===== config.mk =====
export PLATFORM = sky130hd
export DESIGN_NAME = bpt_front
export DESIGN_NICKNAME = d
export VERILOG_FILES = /design/src/hdl/bpt_pkg.sv /design/src/hdl/bpt_front.sv
export SDC_FILE = /design/constraint.sdc
export NUM_CORES = 1
export LEC_CHECK = 0
export ABC_AREA = 1
export BUFFER_PORTS_ARGS = -buffer_cell sky130_fd_sc_hd__buf_2
export CAP_MARGIN = 20
export CORE_MARGIN = 2
export CORE_UTILIZATION = 56
export DETAILED_ROUTE_END_ITERATION = 7
export GPL_ROUTABILITY_DRIVEN = 0
export PLACE_DENSITY_LB_ADDON = 0.2
export SYNTH_ARGS = -nofsm -noshare
export SYNTH_HDL_FRONTEND = slang
export SYNTH_SLANG_ARGS = --single-unit

===== constraint.sdc =====
create_clock -name clk -period 12.3 [get_ports clk]
set_clock_uncertainty 0.15 [all_clocks]
set_input_delay 2.46 -clock clk [delete_from_list [all_inputs] [get_ports clk]]
set_output_delay 2.46 -clock clk [all_outputs]
set_load 0.005 [all_outputs]

===== src/hdl/bpt_pkg.sv =====
// bpt_pkg: shared types for the box pruning test pipeline.
// No dependencies; imported by bpt_front, bpt_mul, bpt_acc and the top level.
package bpt_pkg;

  // Control that travels with one dimension down the pipeline.
  typedef struct packed {
    logic valid;
    logic last;
  } ctrl_t;

  // Widest operand the fixed-point multiplier takes after saturation.
  localparam int SAT_MAX_BITS = 32;

endpackage


===== src/hdl/bpt_front.sv =====
// bpt_front: input register, coordinate differences and operand saturation.
// Depends on bpt_pkg.
module bpt_front import bpt_pkg::*; #(
  parameter int COORD_BITS = 16,
  parameter int EXT_BITS   = 32,
  parameter int MUL_LIMIT  = 32767
) (
  input  logic                                        clk,
  input  logic                                        rst,
  input  logic                                        advance,
  input  logic                                        in_valid,
  input  logic signed [COORD_BITS-1:0]                cand_coord,
  input  logic signed [COORD_BITS-1:0]                closest_coord,
  input  logic signed [COORD_BITS-1:0]                box_low,
  input  logic signed [COORD_BITS-1:0]                box_high,
  input  logic                                        last_dim,
  output ctrl_t                                       ctrl,
  output logic signed [((EXT_BITS < SAT_MAX_BITS) ? EXT_BITS : SAT_MAX_BITS)-1:0] c_sat,
  output logic signed [((EXT_BITS < SAT_MAX_BITS) ? EXT_BITS : SAT_MAX_BITS)-1:0] e_sat
);
  localparam int SAT_W = (EXT_BITS < SAT_MAX_BITS) ? EXT_BITS : SAT_MAX_BITS;
  localparam int CMP_W = (EXT_BITS > SAT_MAX_BITS) ? EXT_BITS : SAT_MAX_BITS;
  localparam logic signed [CMP_W-1:0] LIM_HI = CMP_W'(MUL_LIMIT);
  localparam logic signed [CMP_W-1:0] LIM_LO = ~LIM_HI;

  logic                         in_vld;
  logic                         last_r;
  logic signed [COORD_BITS-1:0] cand_r;
  logic signed [COORD_BITS-1:0] clos_r;
  logic signed [COORD_BITS-1:0] lo_r;
  logic signed [COORD_BITS-1:0] hi_r;

  logic signed [EXT_BITS-1:0] cand_e;
  logic signed [EXT_BITS-1:0] clos_e;
  logic signed [EXT_BITS-1:0] lo_e;
  logic signed [EXT_BITS-1:0] hi_e;
  logic signed [EXT_BITS-1:0] c_diff;
  logic signed [EXT_BITS-1:0] e_diff;

  function automatic logic signed [SAT_W-1:0] sat(input logic signed [EXT_BITS-1:0] v);
    logic signed [CMP_W-1:0] vw;
    logic signed [CMP_W-1:0] r;
    vw = CMP_W'(v);
    if (vw > LIM_HI) begin
      r = LIM_HI;
    end else if (vw < LIM_LO) begin
      r = LIM_LO;
    end else begin
      r = vw;
    end
    return SAT_W'(r);
  endfunction

  always_ff @(posedge clk) begin
    if (rst) begin
      in_vld <= 1'b0;
    end else if (advance) begin
      in_vld <= in_valid;
    end
  end

  always_ff @(posedge clk) begin
    if (advance) begin
      cand_r <= cand_coord;
      clos_r <= closest_coord;
      lo_r   <= box_low;
      hi_r   <= box_high;
      last_r <= last_dim;
    end
  end

  always_comb begin
    cand_e = EXT_BITS'(cand_r);
    clos_e = EXT_BITS'(clos_r);
    lo_e   = EXT_BITS'(lo_r);
    hi_e   = EXT_BITS'(hi_r);
    c_diff = cand_e - clos_e;
    // positive offset looks at the far (high) face, otherwise the low face
    e_diff = ((c_diff > 0) ? hi_e : lo_e) - clos_e;
  end

  always_ff @(posedge clk) begin
    if (rst) begin
      ctrl <= '0;
    end else if (advance) begin
      ctrl.valid <= in_vld;
      ctrl.last  <= last_r;
    end
  end

  always_ff @(posedge clk) begin
    if (advance) begin
      c_sat <= sat(c_diff);
      e_sat <= sat(e_diff);
    end
  end

endmodule


==> run summary, run 1 <==
The register bit count reported by yosys came out at 117. The number of hold violations in the final report is 0. Counting every net in the synthesized netlist gives 739. The actual transition at the worst max-transition pin came out at 887 ps. The number of nets with antenna violations after detailed routing was 0. The post-synthesis cell area was 6210 um2. The initial antenna violation count is 0, and the worst path required time is 12410 ps.

Across the whole layout, storage elements account for 3480 um2. The global routing stage identified its most utilized layer as met2. The worst register-to-register path begins at clos_r[0]. On the final layout, the worst hold slack is 308 ps.

The total overflow left after global routing is 0. The endpoint identified for the worst register-to-register timing path is e_sat[18]. The average instance in the mapped netlist occupies 9.81 um2. The share of final-layout standard cells stronger than drive strength 1 was 23.5%. Ranked by total cell area, the synthesized netlist is headed by sky130_fd_sc_hd__edfxtp_1 (55%), sky130_fd_sc_hd__nand2_1 (10%), sky130_fd_sc_hd__ha_1 (6.9%). The first global-routing pass estimated 21100 um of wire. TritonCTS built the clock tree. The floorplan die height is 109 um, and the count of placed standard cells in the final layout, fillers left out is 915. The mean number of vias per cell is 5.18. STA classifies the critical path startpoint as a flop. The run gives 37.6% as the part of the total power dissipated in sequential elements.

The run gives 0.165 GHz as the upper clock frequency limit. In this run the most critical hold path is launched from ctrl[0]. Headroom to the max-slew limit came out at 40.6%. The count of placed standard cells including taps was 883; the met1 layer usage reported by global route was 30.0%.

The run finished with clean final reports. The clock network accounts for 29.0% of the total power. The total area inside the core boundary comes to 10800 um2.

At the placement stage, the worst setup path has a slack of 6360 ps. The latest clock arrival within the worst-skew pair was 540 ps; the fraction of met3 tracks used by global routing was 6.63%. The setup slack of the most critical reg-to-reg path was 6250 ps. Counting cells, the worst reg-to-reg path comes to 25.

For the worst endpoint data arrival time, the log shows 6160 ps. The root buffer cell chosen for the clock tree is sky130_fd_sc_hd__clkbuf_8. The global-route met2 utilization was 36.7%; the pin count of the biggest net entering global routing was 65. For this design the ratio of total power to cell area is 211 nW/um2. Buffers added to address setup during post-CTS repair amount to 0.

At the end of the flow, the number of nets in the layout was 868. The tightest min-delay check is of the reg2reg type. For the core utilization of the finished layout, the log shows 68.6%.

The number of top-level pins is 135, and the combinational group share of total power is 33.3%. The tools report the buffer levels on the longest clock path as 2. The worst hold path terminates at ctrl[0]. In this run the worst path has a maximum fanout of 24. The cell count after synthesis came out at 633. The final layout contains routed wiring with a total length of 13500 um. The number of levels in the clock H-tree came out at 4. Clock sink count: 117.

The synthesis warning total was 0; the antenna diode instance count was 0. The share of the cycle needed by the critical path after routing came out at 49.2%. Counting instances, the worst hold path has a depth of 2. Largest voltage drop on the vdd net: 105 uV. The tools report the count of pins over their slew limit as 0.

Setup violations remaining at the end of the flow were counted as 0. The finished cells cover 7430 um2. Setup repair after global routing left no endpoint under its margin. The total routing resource utilization after global routing is 23.7%.

Of the synthesized area, sequential elements account for 56.1%. The setup path with the least slack is of type reg2reg. The run gives 6250 ps as the final worst slack. The internal power of the cells totals 1.04 mW. The post-cts resize count was 0.

The die covers 11900 um2. Before antenna repair, the detailed router went through 5 iterations. The area growth from synthesis to layout came out at 19.8%.

The total of fill cells in the finished design is 833. STA classifies the critical path endpoint as a flop. Clock-pin slew was measured on the worst setup and hold paths at 60 ps. In this run, CTS created clock tree buffers numbering 17. Dividing the detail-routed wire length by the instance count gives 14.7 um.

The reported leakage power is 3.51 nW, and the number of core rows is 38. The overall via count from detail_route is 4739, and the total negative slack is 0 ps. Minimum clock period: 6050 ps.

The power after layout is 1.57 mW, and the area of combinational cells with multiple inputs is 2260 um2. Top cell type by total area after synthesis: sky130_fd_sc_hd__edfxtp_1. Detailed placement ended at an HPWL of 9830 um. Of the total power, the share spent switching nets is 33.4%. The die extent in x was 109 um. Once the floorplan was initialized, standard cells occupied 57.3% of the core. For this run, design rule violations remaining after detail routing come to 0.

The net switching power was 523 uW. The cts-stage hold buffer count was 0. The via count of the first global-routing pass was 4529; the max-capacitance violation count was 0. During placement, the flow inserted port buffers numbering 134. The placed instances occupy a cell area of 6890 um2.

For this block, the initial DRC count from the detailed router was 234. In this run, distinct cell masters in the synthesized netlist total 35. Summed over its instances, the top area cell type makes up 55.2% of the synthesized netlist area.
## state kept, by name, indices dropped and copies added (netlist names)
name / count
cand_r: 16
last_r: 1
c_sat: 17
clos_r: 16
e_sat: 32
in_vld: 1
lo_r: 16
ctrl: 2
hi_r: 16
## cell usage after synthesis
master                     instances
sky130_fd_sc_hd__a21o_1            6
sky130_fd_sc_hd__a21oi_1          37
sky130_fd_sc_hd__a21oi_2           3
sky130_fd_sc_hd__a31oi_1           3
sky130_fd_sc_hd__and2_1            6
sky130_fd_sc_hd__buf_2             6
sky130_fd_sc_hd__buf_4            16
sky130_fd_sc_hd__buf_6             1
sky130_fd_sc_hd__clkbuf_1          2
sky130_fd_sc_hd__dfxtp_1           3
sky130_fd_sc_hd__edfxtp_1        114
sky130_fd_sc_hd__fa_1              3
sky130_fd_sc_hd__ha_1             34
sky130_fd_sc_hd__inv_1            78
sky130_fd_sc_hd__inv_2             1
sky130_fd_sc_hd__nand2_1         166
sky130_fd_sc_hd__nand2_2           7
sky130_fd_sc_hd__nand2_4           1
sky130_fd_sc_hd__nand3_1          40
sky130_fd_sc_hd__nand3_2           1
sky130_fd_sc_hd__nand3_4           1
sky130_fd_sc_hd__nand3b_1          3
sky130_fd_sc_hd__nand4_1           6
sky130_fd_sc_hd__nor2_1           48
sky130_fd_sc_hd__nor2_2            2
sky130_fd_sc_hd__nor2_4            1
sky130_fd_sc_hd__nor4_1            1
sky130_fd_sc_hd__o21ai_0          26
sky130_fd_sc_hd__o21ai_1           2
sky130_fd_sc_hd__o21ai_2           2
sky130_fd_sc_hd__o31ai_1           1
sky130_fd_sc_hd__or2_2             2
sky130_fd_sc_hd__xnor2_1           5
sky130_fd_sc_hd__xor2_1            4
sky130_fd_sc_hd__xor2_4            1
## metal layers
layer / wire length, um / up-vias
li1: - / 2376
met5: 0 / -
met1: 5640 / 2112
met3: 1070 / 40
met2: 6260 / 211
met4: 490 / 0
## placed cells by master (no fill, tap or decap), types with 2 or more instances in the layout
cell / netlist / final
sky130_fd_sc_hd__a21o_1: 6 / 6
sky130_fd_sc_hd__buf_4: 16 / 2
sky130_fd_sc_hd__ha_1: 34 / 34
sky130_fd_sc_hd__nor2_2: 2 / 2
sky130_fd_sc_hd__xnor2_1: 5 / 5
sky130_fd_sc_hd__and2_1: 6 / 6
sky130_fd_sc_hd__clkbuf_16: 0 / 16
sky130_fd_sc_hd__nand3_1: 40 / 40
sky130_fd_sc_hd__bufinv_16: 0 / 2
sky130_fd_sc_hd__buf_2: 6 / 133
sky130_fd_sc_hd__nor2_1: 48 / 48
sky130_fd_sc_hd__fa_1: 3 / 3
sky130_fd_sc_hd__o21ai_0: 26 / 26
sky130_fd_sc_hd__nand2_2: 7 / 7
sky130_fd_sc_hd__xor2_1: 4 / 4
sky130_fd_sc_hd__dfxtp_1: 3 / 3
sky130_fd_sc_hd__o21ai_1: 2 / 2
sky130_fd_sc_hd__edfxtp_1: 114 / 114
sky130_fd_sc_hd__a21oi_1: 37 / 37
sky130_fd_sc_hd__nand2_1: 166 / 166
sky130_fd_sc_hd__or2_2: 2 / 2
sky130_fd_sc_hd__a31oi_1: 3 / 3
sky130_fd_sc_hd__a21oi_2: 3 / 3
sky130_fd_sc_hd__inv_1: 78 / 78
sky130_fd_sc_hd__clkbuf_1: 2 / 4
sky130_fd_sc_hd__nand3b_1: 3 / 3
sky130_fd_sc_hd__clkinv_2: 0 / 3
sky130_fd_sc_hd__nand4_1: 6 / 6
sky130_fd_sc_hd__o21ai_2: 2 / 2
sky130_fd_sc_hd__clkinv_1: 0 / 3
sky130_fd_sc_hd__clkinvlp_4: 0 / 2
## logic make-up (layout without fill, tap and decap cells)
kind of cell	count (synthesis)	after routing	share of synthesized area, %
AO/OA/AOI/OAI	80	80	7.10
XOR/XNOR	10	10	1.71
adder cells (fa/ha/maj)	37	37	7.82
buffers and inverters	104	246	7.50
flip-flops	117	117	56.1
AND/OR/NAND/NOR	285	285	19.8
## power groups by stage
stage                     sequential [mW]  clock, mW  combinational [mW]
after floorplan                     0.605          0               0.345
after global placement              0.597          0               0.497
after detailed placement            0.598          0               0.513
after CTS                           0.592      0.460               0.522
after global routing                0.599      0.478               0.597
final                               0.590      0.456               0.522
## final cells by class
type	count	area share [%]
sequential	117	46.9
clock buffer	21	5.77
multi-input combinational	412	30.4
tap	140	2.36
inverter	79	3.99
clock inverter	11	1.48
timing repair buffer	135	9.16
## worst max-delay path by stage
stage              start   endpoint  slack, ps  depth (start not counted)
6_report       clos_r[0]  e_sat[18]       6250                         25
2_1_floorplan  clos_r[0]  e_sat[11]       7240                         29
3_5_place_dp   clos_r[0]  e_sat[30]       6360                         25
3_3_place_gp   clos_r[0]  e_sat[26]       6610                         25
4_1_cts        clos_r[0]  e_sat[30]       6270                         25
5_1_grt        clos_r[0]  e_sat[18]       5730                         25
## worst max-delay path: stages, from the launching register on
cell and delay, ps:
sky130_fd_sc_hd__edfxtp_1 430, sky130_fd_sc_hd__ha_1 220, sky130_fd_sc_hd__fa_1 400, sky130_fd_sc_hd__inv_1 120
sky130_fd_sc_hd__nand3_1 80, sky130_fd_sc_hd__nand3_1 140, sky130_fd_sc_hd__nand2_1 90, sky130_fd_sc_hd__nand2_1 90
sky130_fd_sc_hd__nand3b_1 90, sky130_fd_sc_hd__nand2_2 120, sky130_fd_sc_hd__xor2_4 590, sky130_fd_sc_hd__nand2_4 250
sky130_fd_sc_hd__nand2_1 130, sky130_fd_sc_hd__nand2_1 70, sky130_fd_sc_hd__ha_1 330, sky130_fd_sc_hd__a21oi_1 210
sky130_fd_sc_hd__o21ai_0 120, sky130_fd_sc_hd__a21o_1 210, sky130_fd_sc_hd__nand2_1 70, sky130_fd_sc_hd__nand2_1 100
sky130_fd_sc_hd__fa_1 450, sky130_fd_sc_hd__inv_1 110, sky130_fd_sc_hd__nand4_1 100, sky130_fd_sc_hd__ha_1 530
sky130_fd_sc_hd__nor2_1 480, sky130_fd_sc_hd__nor2_1 100
(Power assumes the default switching activity.)
==> inputs of run 2 (changes only) <==
CORE_UTILIZATION = 50   (was 56)
clock period = 5.4 ns   (was 12.3 ns; I/O delays follow)
==> run 2 against run 1 <==
Net effect: register-to-register slack worse by 5900 ps; power up 140%; clock power grew 140%; largest power group is now combinational logic; cell count increased by 5.8%.
==> run summary, run 2 (synthesis results as in run 1) <==
The worst pin sits at a relative slew slack of 45.4%. Setup repair after global routing left no endpoint under its margin. After clock tree synthesis, the clock-pin slew on the worst setup and hold paths is 50 ps. STA classifies the critical path startpoint as a flop. The overall via count from detail_route was 4833. The share of the cycle needed by the critical path after routing is 94.2%. The floorplan die height is 115 um. The met1 wire length came out at 6410 um. The net count of the finished layout is 893. For the number of core rows, the log shows 40. Worst-case hold path end point: in_vld. Derived from the worst setup path, the maximum achievable clock frequency is 0.197 GHz. The power per standard cell area works out to 480 nW/um2. The number of hold violations in the final report was 0; the worst path required time was 5410 ps. The H-tree was split into 4 levels. The max-capacitance violation count came out at 0. Summed over all cells, the static leakage comes to 3.64 nW. Data on the critical path arrives at its endpoint at 5100 ps. The tools report the overall overflow remaining after global route as 0. The worst setup path is of the reg2reg kind. The run gives 4338 as the via count of the first global-routing pass. After the first detailed-routing iteration, the DRC count stood at 320. The routed design could run at a clock period as short as 5080 ps.

The highest layer touched by signal routing is met4. Global routing consumed, over all layers together, 20.7% of the routing resources. Cell at the root of the clock tree: sky130_fd_sc_hd__clkbuf_16.

The placed cell area came out at 7020 um2. In the final layout, the registers with the most flip-flops are e_sat (32), c_sat (17). The flip-flop count of the largest register, all copies and words added works out to 32. The top fanout value on the critical path is 6.

Post-detailed-routing wire length: 13700 um. For the clock sink count, the log shows 117. Detailed-route DRC error count: 0. Buffer levels on the longest clock path: 2. The register with the highest flop count is e_sat. The number of top-level pins is 135.

Start point of the worst hold path: in_vld. TritonCTS created 17 clock buffers. The latest clock arrival within the worst-skew pair came out at 420 ps.

The count of pins over their slew limit came out at 0. Summed over all nets, wire length on met2 after detailed routing comes to 5910 um. Compared with the post-synthesis result, the final layout area differs by 26.8%.

The logs give 317 ps for the worst hold margin and 20800 um for the first-pass GRT wire length. The slowest stage of the critical path is the sky130_fd_sc_hd__fa_2 cell. TritonCTS built the clock tree.

The beginning of the worst register-to-register path is clos_r[8]. The final design area excluding fillers was 7870 um2. The endpoint identified for the worst register-to-register timing path is e_sat[5].

The floorplan step defined a die boundary enclosing 13300 um2. The initial antenna violation count is 0, and the cell depth of the worst flop-to-flop path is 28. The core region is 12100 um2. Cells with a size suffix above 1 make up 30.6% of the layout. The biggest cell delay along the critical path came out at 560 ps. Summed over all nets, wire length on met3 after detailed routing comes to 966 um.

The run gives 0 as the antenna diode instance count. The pin count of the biggest net entering global routing is 63, and the final worst slack is 315 ps. The total of buffers placed on input and output ports is 134.

Leaving out fill and tap cells, the most frequent cell in the layout is sky130_fd_sc_hd__nand2_1. The flow ran to the end, and the final reports show no timing, DRC or antenna violations. The run gives 49.1 ps as the pre-CTS setup slack.

STA classifies the critical path endpoint as a flop. The total negative slack is 0 ps. The number of setup violations in the final report is 0, and the starting density of the core is 51.5%. The run gives 0 as the number of nets with antenna violations after detailed routing. The class of the most critical hold timing path is reg2reg.

The worst hold path passes through 2 cells. The library cells used most frequently in the layout, excluding fill and tap cells, are sky130_fd_sc_hd__nand2_1 (162), sky130_fd_sc_hd__buf_2 (133), sky130_fd_sc_hd__edfxtp_1 (114). In this run the register-to-register setup slack is 320 ps. The die extent in x works out to 115 um. For this run, the detailed router's first-pass iteration total came to 5. The count of cells in the finished layout, fillers not included, comes to 968. The logs give 923 for the count of placed standard cells including taps and 974 for the total of fill cells in the finished design.

Using the TritonRoute via totals, the vias-per-cell ratio works out to 4.99. Placed wire-length estimate: 10100 um. At the pin with the least slew margin, the transition time is 816 ps.

By instance count, the cell type seen most on the critical path is sky130_fd_sc_hd__nand2_1. The routed wire length per instance is 14.2 um. The cts-stage hold buffer count was 0. The run gives 274 uV as the largest voltage drop on the vdd net.
## run 2: cell types whose count changed in the layout (fill, tap and decap cells not counted), sizes merged
| cell | change |
|---|---|
| buf | +23 |
| clkbuf | -3 |
| clkinv | -2 |
| clkinvlp | +3 |
| inv | +2 |
| nand2 | +1 |
| nand3 | +1 |
## run 2: repair_timing
item,in CTS,in global routing
buffers inserted,0,11
gates resized for setup,0,41
setup endpoints to repair,0,32
## run 2: final cells by class
cell class | instances | area, um2 | area share, %
Inverter | 79 | 297 | 3.77
Tap cell | 168 | 210 | 2.67
Clock inverter | 14 | 155 | 1.97
Timing Repair Buffer | 158 | 877 | 11.1
Clock buffer | 18 | 429 | 5.45
Sequential cell | 117 | 3480 | 44.3
Multi-Input combinational cell | 414 | 2420 | 30.7
## run 2: worst max-delay path: cells and delay by family (launching register included)
family,cells,cell delay [ps]
AND/OR/NAND/NOR,15,1680
adder cells (fa/ha/maj),4,1510
AO/OA/AOI/OAI,5,600
buffers and inverters,4,560
flip-flops,1,330
## run 2: metal layers
| metal | up-vias | global-route usage, % |
|---|---|---|
| li1 | 2435 | - |
| met1 | 2162 | 28.9 |
| met2 | 210 | 29.9 |
| met3 | 26 | 5.44 |
| met4 | 0 | 10.7 |
| met5 | - | 0 |
## run 2: power by group
group          total, mW  internal (mW)  switching (mW)
combinational       1.35          0.559           0.789
clock               1.09          0.681           0.408
sequential          1.34           1.29          0.0556
total               3.78           2.53            1.25
## run 2: how the worst max path moves through the flow
| stage | slack, ps | depth (start not counted) | startpoint | end |
|---|---|---|---|---|
| 2_1_floorplan | 340 | 29 | clos_r[0] | e_sat[14] |
| 3_3_place_gp | 250 | 29 | clos_r[0] | e_sat[5] |
| 3_5_place_dp | 50 | 29 | clos_r[0] | e_sat[5] |
| 4_1_cts | 6 | 29 | clos_r[0] | e_sat[5] |
| 5_1_grt | 4 | 31 | clos_r[2] | e_sat[5] |
| 6_report | 320 | 28 | clos_r[8] | e_sat[5] |
## run 2: per-stage QoR
stage / utilization (%) / total power, mW
final: 65.2 / 3.78
after global routing: 65.2 / 4.02
after CTS: 63.0 / 3.69
after detailed placement: 58.2 / 2.58
after global placement: 58.2 / 2.54
after floorplan: - / 2.16
==> inputs of run 3 (changes only) <==
GPL_TIMING_DRIVEN = 0   (was default)
REMOVE_ABC_BUFFERS = 1   (was default)
==> run 3 against run 2 <==
Net effect: flip-flop and latch count did not move; sequential power barely moved; routed wire length fell by 2.1%; design area fell by 0.29%; combinational power barely moved; via count rose by 1.8%; critical path type unchanged; critical endpoint is now e_sat[18]; highest routed layer unchanged.
==> run summary, run 3 (synthesis results as in run 1) <==
The run gives 0 as the count of pins over their slew limit. Detailed-route DRC error count: 0. The minimum clock period works out to 5110 ps. STA puts the critical path data required time at 5390 ps. From bottom edge to top edge, the die measures 115 um. The cell at the root of the clock tree was sky130_fd_sc_hd__clkbuf_16.

Measured against its own limit, the worst slew margin works out to 43.2%. Across the run, the number of max-cap violations was 0. Number of core rows: 40.

Power per standard cell area: 468 nW/um2. The worst setup path is captured at a flop. The cell with the largest stage delay on the worst path is sky130_fd_sc_hd__fa_2. Summed over all nets, wire length on met2 after detailed routing comes to 6890 um.

Clock sink count: 117. The floorplan step defined a die boundary enclosing 13300 um2. The run finished with clean final reports.

The total negative slack came out at 0 ps. The number of top-level pins came out at 135. The number of hold buffers added after CTS was 0. The largest registers in the layout are e_sat (32), c_sat (17).

The register with the most flip-flops in the layout has 32 of them. The min-delay analysis places its worst path in the category reg2reg. The first TritonRoute pass finished after 5 iterations.

TritonCTS built the clock tree. The actual transition at the worst max-transition pin came out at 849 ps. IR analysis of the VDD net gives a maximum drop of 236 uV. Clock-pin slew was measured on the worst setup and hold paths at 50 ps. In this run the worst path has a maximum fanout of 9. The first-pass GRT wire length was 20900 um; the starting density of the core was 51.5%. Timing analysis after detailed placement gives a worst setup slack of -814 ps. The number of buffers inserted during clock tree synthesis is 17, and the initial antenna violation count is 0. The most numerous cell type found on the critical path is sky130_fd_sc_hd__nand3_1.

The die extent in x works out to 115 um. Wires add up to 13400 um. The run gives 290 ps as the final worst slack. Counting along the longest clock path gives a buffer depth of 2. The pin count of the biggest net entering global routing is 76.

During placement, the flow inserted port buffers numbering 134. Setup violations remaining at the end of the flow were counted as 0. The reported leakage power was 3.64 nW; the placeable core area was 12100 um2. The filler cells instantiated in the layout total 985. The number of buffers and inverters on the critical path is 3. The critical path class was reg2reg. Detailed routing inserted a total of 4921 vias.

e_sat holds more flip-flops than any other register. In the final routed layout, each cell accounts on average for 13.9 um. Using the TritonRoute via totals, the vias-per-cell ratio works out to 5.12.

The highest layer touched by signal routing is met4. The run gives 9350 um as the placed wire-length estimate. The top cell types in the final layout, fill and taps aside, are sky130_fd_sc_hd__nand2_1 (161), sky130_fd_sc_hd__buf_2 (133), sky130_fd_sc_hd__edfxtp_1 (114). Once detail routing completed, the nets flagged for antenna violations numbered 0. Leaving out fill and tap cells, the most frequent cell in the layout is sky130_fd_sc_hd__nand2_1. The tools report the worst endpoint data arrival time as 5100 ps. The first routing iteration left 276 violations. For this run, the total global-route usage over all layers was measured as 20.8%. In the final layout, the share of cells above drive strength 1 is 29.1%. The later pin in the worst-skew pair is clocked with a latency of 410 ps. The share of the cycle needed by the critical path after routing is 94.6%, and the area growth from synthesis to layout is 26.4%. The family of cells with the greatest summed delay on the critical path is simple AND/OR/NAND/NOR gates. The number of levels in the clock H-tree is 4. The worst setup path is launched from a flop.

The wire length on met3 was 687 um. The via count of the first global-routing pass is 4615, and the post-layout net count is 890. After detailed routing, the wire length on met1 is 5520 um.

Summed over all layers, the global routing overflow is 0. The upper clock frequency limit was 0.196 GHz. The number of antenna diodes in the final layout is 0. Biggest cell delay along the critical path: 570 ps. The number of hold violations in the final report is 0.
[run 3: cell types whose count changed in the layout (fill, tap and decap cells not counted), moves of 3 or more]
| cell | change |
|---|---|
| sky130_fd_sc_hd__nor2_1 | -3 |
| sky130_fd_sc_hd__buf_4 | -5 |
| sky130_fd_sc_hd__clkinv_1 | +6 |
| sky130_fd_sc_hd__ha_1 | +4 |
| sky130_fd_sc_hd__clkinvlp_4 | -5 |
| sky130_fd_sc_hd__ha_2 | -6 |
| sky130_fd_sc_hd__clkinv_4 | -4 |
[run 3: cell type report]
type,count,area (um2),area share [%]
well taps,168,210,2.68
clock inverters,10,67.6,0.861
inverters,79,297,3.78
multi-input cells,415,2480,31.7
clock buffers,19,433,5.52
flip-flops and latches,117,3480,44.4
repair buffers,154,872,11.1
[run 3: layer usage]
| layer | global-route usage, % | vias to the layer above |
|---|---|---|
| li1 | - | 2428 |
| met1 | 24.5 | 2310 |
| met2 | 35.8 | 155 |
| met3 | 4.71 | 28 |
| met4 | 10.6 | 0 |
| met5 | 0 | - |
[run 3: worst register-to-register path, stage by stage, from the launching register on]
cell and delay [ps]:
sky130_fd_sc_hd__edfxtp_1 390, sky130_fd_sc_hd__ha_1 210, sky130_fd_sc_hd__fa_2 360, sky130_fd_sc_hd__inv_2 80
sky130_fd_sc_hd__nand3_1 80, sky130_fd_sc_hd__nand3_2 110, sky130_fd_sc_hd__nand3_1 100, sky130_fd_sc_hd__nand3_1 80
sky130_fd_sc_hd__nand2_1 50, sky130_fd_sc_hd__nand2_1 100, sky130_fd_sc_hd__nand2_2 80, sky130_fd_sc_hd__nor2_4 140
sky130_fd_sc_hd__nand3_4 200, sky130_fd_sc_hd__buf_6 200, sky130_fd_sc_hd__nand3_1 80, sky130_fd_sc_hd__nand2_2 90
sky130_fd_sc_hd__ha_1 280, sky130_fd_sc_hd__nand3_1 100, sky130_fd_sc_hd__nand2_1 110, sky130_fd_sc_hd__a21o_1 240
sky130_fd_sc_hd__nand2_1 80, sky130_fd_sc_hd__nand2_2 80, sky130_fd_sc_hd__fa_2 570, sky130_fd_sc_hd__nand4_1 130
sky130_fd_sc_hd__ha_4 270, sky130_fd_sc_hd__buf_4 190, sky130_fd_sc_hd__nor2_4 220, sky130_fd_sc_hd__nor2_1 80
[run 3: power by group]
group	switching (mW)	internal, mW
logic	0.799	0.561
clock network	0.363	0.608
registers	0.0576	1.29
[run 3: final timing paths]
check                                from   endpoint  slack [ps]  depth (start not counted)
worst max-delay path            clos_r[0]  e_sat[18]         290                         27
worst min-delay path              ctrl[1]    ctrl[1]         310                          2
worst max register to register  clos_r[0]  e_sat[18]         290                         27
worst min register to register    ctrl[1]    ctrl[1]         310                          2
[run 3: metrics by stage]
stage / area (um2) / util [%] / power, mW / instances / hold WS (ps)
after floorplan: 6040 / - / 2.11 / 608 / 283
after global placement: 6920 / 57.4 / 2.48 / 910 / 292
after detailed placement: 6950 / 57.6 / 2.52 / 911 / 311
after CTS: 7640 / 63.4 / 3.61 / 954 / 311
after global routing: 7850 / 65.1 / 3.91 / 962 / 315
final: 7850 / 65.1 / 3.68 / 962 / 311
[run 3: repair_timing]
item                       CTS  global route
resized for setup           11            32
buffers inserted            11             8
gates cloned                 3             0
setup endpoints to repair   32            32
pin swaps                    6            11
